===== src/design/glcd_pkg.sv =====
// Shared types and constants of the graphic LCD text renderer.
// No dependencies; every other design file but glcd_ram imports this package.
package glcd_pkg;

  // Fixed field widths of the request, the transfer, the cursor and the column counter
  localparam int CHAR_W = 7;
  localparam int GCOL_W = 3;
  localparam int BYTE_W = 8;
  localparam int PAGE_W = 3;
  localparam int COL_W  = 8;
  localparam int IDX_W  = 4;

  // Request opcodes
  localparam logic OP_LOAD   = 1'b0;
  localparam logic OP_RENDER = 1'b1;

  // Character codes with special handling
  localparam logic [CHAR_W-1:0] CHAR_END     = 7'd0;
  localparam logic [CHAR_W-1:0] CHAR_NEWLINE = 7'd10;
  localparam logic [CHAR_W-1:0] CHAR_SPACE   = 7'd32;

  // Controller instruction bases
  localparam logic [BYTE_W-1:0] INSTR_PAGE = 8'hB8;
  localparam logic [BYTE_W-1:0] INSTR_COL  = 8'h40;

  // Reach of an all-blank glyph
  localparam logic [GCOL_W-1:0] SPACE_REACH = 3'd2;

  // Source of the byte put into the output register
  typedef enum logic [1:0] {
    EMIT_DATA_RAM  = 2'd0,
    EMIT_DATA_ZERO = 2'd1,
    EMIT_POS_PAGE  = 2'd2,
    EMIT_POS_COL   = 2'd3
  } emit_e;

  // Controller to datapath
  typedef struct packed {
    logic              font_wr;
    logic              font_rd;
    logic [GCOL_W-1:0] col;
    logic              load_char;
    logic [GCOL_W-1:0] reach;
    logic              emit;
    emit_e             kind;
    logic              last;
    logic              newline;
    logic              advance;
  } dp_cmd_t;

  // Datapath to controller
  typedef struct packed {
    logic out_free;
    logic rdata_nz;
    logic wrap;
    logic next_ge_half;
  } dp_sts_t;

endpackage


===== src/design/glcd_ctrl.sv =====
// Controller of the renderer: glyph scan, wrap decision and transfer sequencing.
// Depends on glcd_pkg; commands glcd_dp through dp_cmd_t and reads dp_sts_t.
module glcd_ctrl
  import glcd_pkg::*;
#(
  parameter int GLYPH_WIDTH = 7,
  parameter int NUM_CHARS   = 128
) (
  input  logic              clk_i,
  input  logic              rst_ni,
  input  logic              in_valid_i,
  input  logic              in_opcode_i,
  input  logic [CHAR_W-1:0] in_char_i,
  input  logic [GCOL_W-1:0] in_gcol_i,
  output logic              in_ready_o,
  output dp_cmd_t           cmd_o,
  input  dp_sts_t           sts_i
);
  localparam logic [2:0] S_IDLE     = 3'd0;
  localparam logic [2:0] S_SCAN_RD  = 3'd1;
  localparam logic [2:0] S_SCAN_CHK = 3'd2;
  localparam logic [2:0] S_WRAP     = 3'd3;
  localparam logic [2:0] S_POS_PAGE = 3'd4;
  localparam logic [2:0] S_POS_COL  = 3'd5;
  localparam logic [2:0] S_COL_RD   = 3'd6;
  localparam logic [2:0] S_COL_EMIT = 3'd7;

  logic [2:0]        state_q, state_d;
  logic [GCOL_W-1:0] scan_q, scan_d;
  logic              found_q, found_d;
  logic              space_q, space_d;
  logic              nl_q, nl_d;
  logic              pos_done_q, pos_done_d;
  logic              use_ram_q, use_ram_d;
  logic [IDX_W-1:0]  k_q, k_d;
  logic [IDX_W-1:0]  last_idx_q, last_idx_d;

  logic              accept;
  logic              in_range;
  logic [GCOL_W-1:0] reach;
  logic              final_wr;

  // Ready is high exactly in idle, so take the request from the state directly
  assign accept   = in_valid_i && (state_q == S_IDLE);
  assign in_range = (9'(in_char_i) < 9'(NUM_CHARS));
  assign final_wr = (k_q == last_idx_q);

  // Reach of the scanned glyph; the scan register holds its last nonblank column
  always_comb begin
    if (!found_q) begin
      reach = SPACE_REACH;
    end else if (scan_q == '0) begin
      reach = GCOL_W'(1);
    end else begin
      reach = scan_q;
    end
  end

  always_comb begin
    state_d    = state_q;
    scan_d     = scan_q;
    found_d    = found_q;
    space_d    = space_q;
    nl_d       = nl_q;
    pos_done_d = pos_done_q;
    use_ram_d  = use_ram_q;
    k_d        = k_q;
    last_idx_d = last_idx_q;
    in_ready_o = 1'b0;
    cmd_o      = '0;
    cmd_o.kind = EMIT_DATA_ZERO;
    cmd_o.reach = reach;

    unique case (state_q)
      // Take a request: store a load at once, start a render unless it is the string end
      S_IDLE: begin
        in_ready_o     = 1'b1;
        cmd_o.load_char = accept;
        if (accept) begin
          if (in_opcode_i == OP_LOAD) begin
            cmd_o.font_wr = in_range && (4'(in_gcol_i) < 4'(GLYPH_WIDTH));
          end else if (in_char_i != CHAR_END) begin
            space_d = (in_char_i == CHAR_SPACE);
            nl_d    = (in_char_i == CHAR_NEWLINE);
            found_d = 1'b0;
            scan_d  = GCOL_W'(GLYPH_WIDTH - 1);
            state_d = in_range ? S_SCAN_RD : S_WRAP;
          end
        end
      end
      // Scan glyph columns from the right for the last nonblank one
      S_SCAN_RD: begin
        cmd_o.font_rd = 1'b1;
        cmd_o.col     = scan_q;
        state_d       = S_SCAN_CHK;
      end
      S_SCAN_CHK: begin
        if (sts_i.rdata_nz) begin
          found_d = 1'b1;
          state_d = S_WRAP;
        end else if (scan_q == '0) begin
          state_d = S_WRAP;
        end else begin
          scan_d  = scan_q - GCOL_W'(1);
          state_d = S_SCAN_RD;
        end
      end
      // Wrap to the next page if the glyph does not fit; handle newline
      S_WRAP: begin
        k_d        = '0;
        last_idx_d = found_q ? IDX_W'(reach) + IDX_W'(1) : IDX_W'(1);
        if (sts_i.wrap) begin
          cmd_o.newline = 1'b1;
          pos_done_d    = space_q || nl_q;
          state_d       = S_POS_PAGE;
        end else if (nl_q) begin
          cmd_o.newline = 1'b1;
          pos_done_d    = 1'b1;
          state_d       = S_POS_PAGE;
        end else begin
          state_d = S_COL_RD;
        end
      end
      // Send page and column on the current half
      S_POS_PAGE: begin
        if (sts_i.out_free) begin
          cmd_o.emit = 1'b1;
          cmd_o.kind = EMIT_POS_PAGE;
          state_d    = S_POS_COL;
        end
      end
      S_POS_COL: begin
        if (sts_i.out_free) begin
          cmd_o.emit = 1'b1;
          cmd_o.kind = EMIT_POS_COL;
          cmd_o.last = pos_done_q;
          state_d    = pos_done_q ? S_IDLE : S_COL_RD;
        end
      end
      // Fetch the glyph column, or use zero for spacer and blank columns
      S_COL_RD: begin
        use_ram_d     = found_q && !final_wr && (k_q < IDX_W'(GLYPH_WIDTH));
        cmd_o.font_rd = use_ram_d;
        cmd_o.col     = k_q[GCOL_W-1:0];
        state_d       = S_COL_EMIT;
      end
      // Write the column and advance; re-send position on the right half
      S_COL_EMIT: begin
        if (sts_i.out_free) begin
          cmd_o.emit    = 1'b1;
          cmd_o.kind    = use_ram_q ? EMIT_DATA_RAM : EMIT_DATA_ZERO;
          cmd_o.advance = 1'b1;
          cmd_o.last    = final_wr && !sts_i.next_ge_half;
          k_d           = k_q + IDX_W'(1);
          if (sts_i.next_ge_half) begin
            pos_done_d = final_wr;
            state_d    = S_POS_PAGE;
          end else begin
            state_d = final_wr ? S_IDLE : S_COL_RD;
          end
        end
      end
      default: begin
        state_d = S_IDLE;
      end
    endcase
  end

  always_ff @(posedge clk_i or negedge rst_ni) begin
    if (!rst_ni) begin
      state_q <= S_IDLE;
    end else begin
      state_q <= state_d;
    end
  end

  always_ff @(posedge clk_i) begin
    scan_q     <= scan_d;
    found_q    <= found_d;
    space_q    <= space_d;
    nl_q       <= nl_d;
    pos_done_q <= pos_done_d;
    use_ram_q  <= use_ram_d;
    k_q        <= k_d;
    last_idx_q <= last_idx_d;
  end
endmodule


===== config.mk =====
export PLATFORM = sky130hd
export DESIGN_NAME = glcd_ctrl
export DESIGN_NICKNAME = d
export VERILOG_FILES = /design/src/design/glcd_pkg.sv /design/src/design/glcd_ctrl.sv
export SDC_FILE = /design/constraint.sdc
export NUM_CORES = 1
export LEC_CHECK = 0
export BUFFER_PORTS_ARGS = -buffer_cell sky130_fd_sc_hd__buf_2
export CAP_MARGIN = 25
export CELL_PAD_IN_SITES_DETAIL_PLACEMENT = 1
export CELL_PAD_IN_SITES_GLOBAL_PLACEMENT = 2
export CORE_UTILIZATION = 28
export CTS_CLUSTER_SIZE = 16
export DETAILED_ROUTE_END_ITERATION = 12
export GPL_TIMING_DRIVEN = 0
export PLACE_DENSITY = 0.78
export SLEW_MARGIN = 40
export SYNTH_ARGS = -nofsm -noshare
export SYNTH_HDL_FRONTEND = slang
export SYNTH_SLANG_ARGS = --single-unit
export TNS_END_PERCENT = 10

===== constraint.sdc =====
create_clock -name clk_i -period 1.7 [get_ports clk_i]
set_input_delay 0.085 -clock clk_i [delete_from_list [all_inputs] [get_ports clk_i]]
set_output_delay 0.085 -clock clk_i [all_outputs]
set_load 0.03 [all_outputs]

==> results.yml <==
grt:
  grt_max_degree: 12
  overflow: 0
  grt_pass1_vias: 1063
  grt_use_total: 0.152
  grt_pass1_wl_um: 4980
  antenna_found_initial: 0
floorplan:
  core_um2: 4030
  fp.dieH_um: 67.1
  dieArea_um2: 4510
  row_count: 23
  die_w_um: 67.1
  floorplan.initialDensity: 0.295
  io_pins: 34
timing:
  finClkSkew_ns: 0.00321
  worst_pin_slew_ns: 0.413
  period_needed_ns: 1.69
  slew-limit-headroom: 0.725
  layout_worst_path_cycle_share: 0.996
  report.final.slew_viol_count: 0
  finalSetupViolations: 0
  hold_viol: 0
  setup_tns_ns: 0
  grt_setup_unrepaired: "yes"
  max_freq_ghz: 0.591
clock_network:
  insertion_delay_ns: 0.26
  clkTransAtPathRegs_ns: 0.08
  cts-root-buf: "clkbuf_8"
  cts_buffer_depth: 2
  cts_buffers: 3
  cts.sinks: 19
  htree_levels: 1
  cts_tree: "done"
worst_setup_path:
  cp.arrival_ns: 1.72
  cp.required_ns: 1.72
  start_kind: "flip-flop"
  worstSetupPathType: "reg2reg"
  path_cells: "inv_2 -> ha_4 -> nor2b_4 -> o21ai_2 -> inv_2 -> ha_4 -> xor2_1 -> and2_1"
  path_max_fanout: 3
  cp-end-kind: "flip-flop"
  crit_path_max_incr_delay_ns: 0.39
  slowest_stage: "edfxtp_1"
  critPathTopFamily: "flip-flops"
  critPathBufInv: 2
drt:
  postRouteAntennaNets: 0
  drt_iter0_drc: 18
  wirelength_um: 3260
  drt_pass1_iterations: 2
  via_per_inst: 4.89
  route.detailed.drc: 0
  wl_per_cell_um: 15.1
  vias: 1056
yosys:
  synth_edf_count: 16
  ys_async_sr_fraction: 0.158
  netlist_area_um2: 1190
  synth_flop_cell: "edfxtp_1"
  syn_area_per_cell_um2: 10.1
  synth-warning-count: 0
  synthTopCellsByArea: "edfxtp_1, dfrtp_1, ha_1, nor2_1, xnor2_1"
  seq_area_frac_synth: 0.468
  ys_types: 38
  synth_top_cell_area_share: 0.405
  ys_ff_latch: 19
  synth_nets: 140
  netlist_instances: 118
  synth_top_area_cell: "edfxtp_1"
cells_and_area:
  final_common_cell: "buf_2"
  diodes: 0
  synthToLayoutAreaGrowth_pct: 42.6
  final_cell_mix: "buf_2, edfxtp_1, nor2_1"
  drive_gt1_frac: 0.446
  finalNetCount: 189
  post-route-util: 0.420
power_and_ir_drop:
  p_per_area_nw_per_um2: 1580
  peakVddDrop_uv: 586
  leakage_uw: 0.000747
placement:
  io_buffers: 33
  place_congestion: 0.784
  place.detailed.hpwl_um: 2330
worst_hold_path:
  min_path_type: "in2reg"
flow_run:
  cap_violations: 0
status:
  status: "finished clean"
power by group:
part	switching [µW]	total (µW)	internal, µW
sequential	111	799	689
clock	159	322	163
combinational	916	1560	642
path summary, 6_finish.rpt:
| kind | from | endpoint | slack [ns] | depth (start not counted) |
|---|---|---|---|---|
| worst max-delay path | scan_q[1]$_SDFFCE_PP1P_ | last_idx_q[2]$_SDFFCE_PN0P_ | 0.007 | 8 |
| worst min-delay path | sts_i[0] | state_q[2]$_DFFE_PN0P_ | 0.14 | 3 |
| worst max register to register | scan_q[1]$_SDFFCE_PP1P_ | last_idx_q[2]$_SDFFCE_PN0P_ | 0.007 | 8 |
| worst min register to register | space_q$_DFFE_PP_ | pos_done_q$_DFFE_PP_ | 0.64 | 2 |
| max in group asynchronous | rst_ni | state_q[2]$_DFFE_PN0P_ | 1.41 | 2 |
| min in group asynchronous | rst_ni | state_q[0]$_DFFE_PN0P_ | 0.18 | 2 |
stage by stage:
stage | total power (µW) | worst slack [ns] | cell area [µm²] | hold slack [ns] | std cells
2_1_floorplan | 1740 | -0.0421 | 1240 | -0.211 | 118
3_5_place_dp | 2090 | -0.0977 | 1460 | -0.116 | 201
6_report | 2680 | 0.00688 | 1690 | 0.143 | 216
5_1_grt | 2860 | -0.0636 | 1690 | 0.164 | 216
3_3_place_gp | 2040 | -0.0709 | 1460 | -0.116 | 201
4_1_cts | 2560 | -0.0281 | 1620 | 0.133 | 214
sequential cells by signal, summed over array words and instances (netlist names):
signal,cells
k_q,4
last_idx_q,4
scan_q,3
state_q,3
found_q,1
nl_q,1
pos_done_q,1
space_q,1
use_ram_q,1
worst reg2reg max path, stage by stage (launching register included):
cell and delay, ns:
edfxtp_1 0.39, inv_2 0.09, ha_4 0.16, nor2b_4 0.13, o21ai_2 0.16, inv_2 0.08, ha_4 0.16, xor2_1 0.13
and2_1 0.16
kinds of logic after synthesis:
| logic type | after synthesis | synth area share |
|---|---|---|
| buffers and inverters | 14 | 0.0485 |
| adder cells (fa/ha/maj) | 4 | 0.0422 |
| AND/OR/NAND/NOR | 50 | 0.233 |
| flip-flops | 19 | 0.468 |
| XOR/XNOR | 9 | 0.0727 |
| multiplexers | 1 | 0.00843 |
| AO/OA/AOI/OAI | 21 | 0.128 |
cell type report:
class	instances	area [µm²]
plain buffers	5	40.0
clock buffers	3	41.3
clock inverters	1	5.00
fillers	472	2340
inverters	8	30.0
multi-input cells	85	678
flip-flops and latches	19	556
well taps	50	62.6
repair buffers	45	280
synthesized netlist by cell type, types with 4 or more instances:
library cell  number
and2_1             5
buf_2              4
edfxtp_1          16
ha_1               4
inv_1              8
nand2_1            9
nand3_1            6
nor2_1            13
xnor2_1            5
layer usage:
metal | track usage | wire, µm | up-vias
met2 | 0.276 | 1800 | 16
met4 | 0.0559 | 49 | 0
met3 | 0.0325 | 58 | 6
met1 | 0.171 | 1350 | 513
met5 | 0 | 0 | -
li1 | - | - | 521
repair_timing:
action	in CTS	in global routing
cloned	0	0
gates resized for setup	11	13
setup buffers	8	3
pin swaps	2	2
endpoints found under the hold margin	3	0
hold buffers	1	0
endpoints found under the setup margin	8	9
Power figures use the tool's default switching activity.
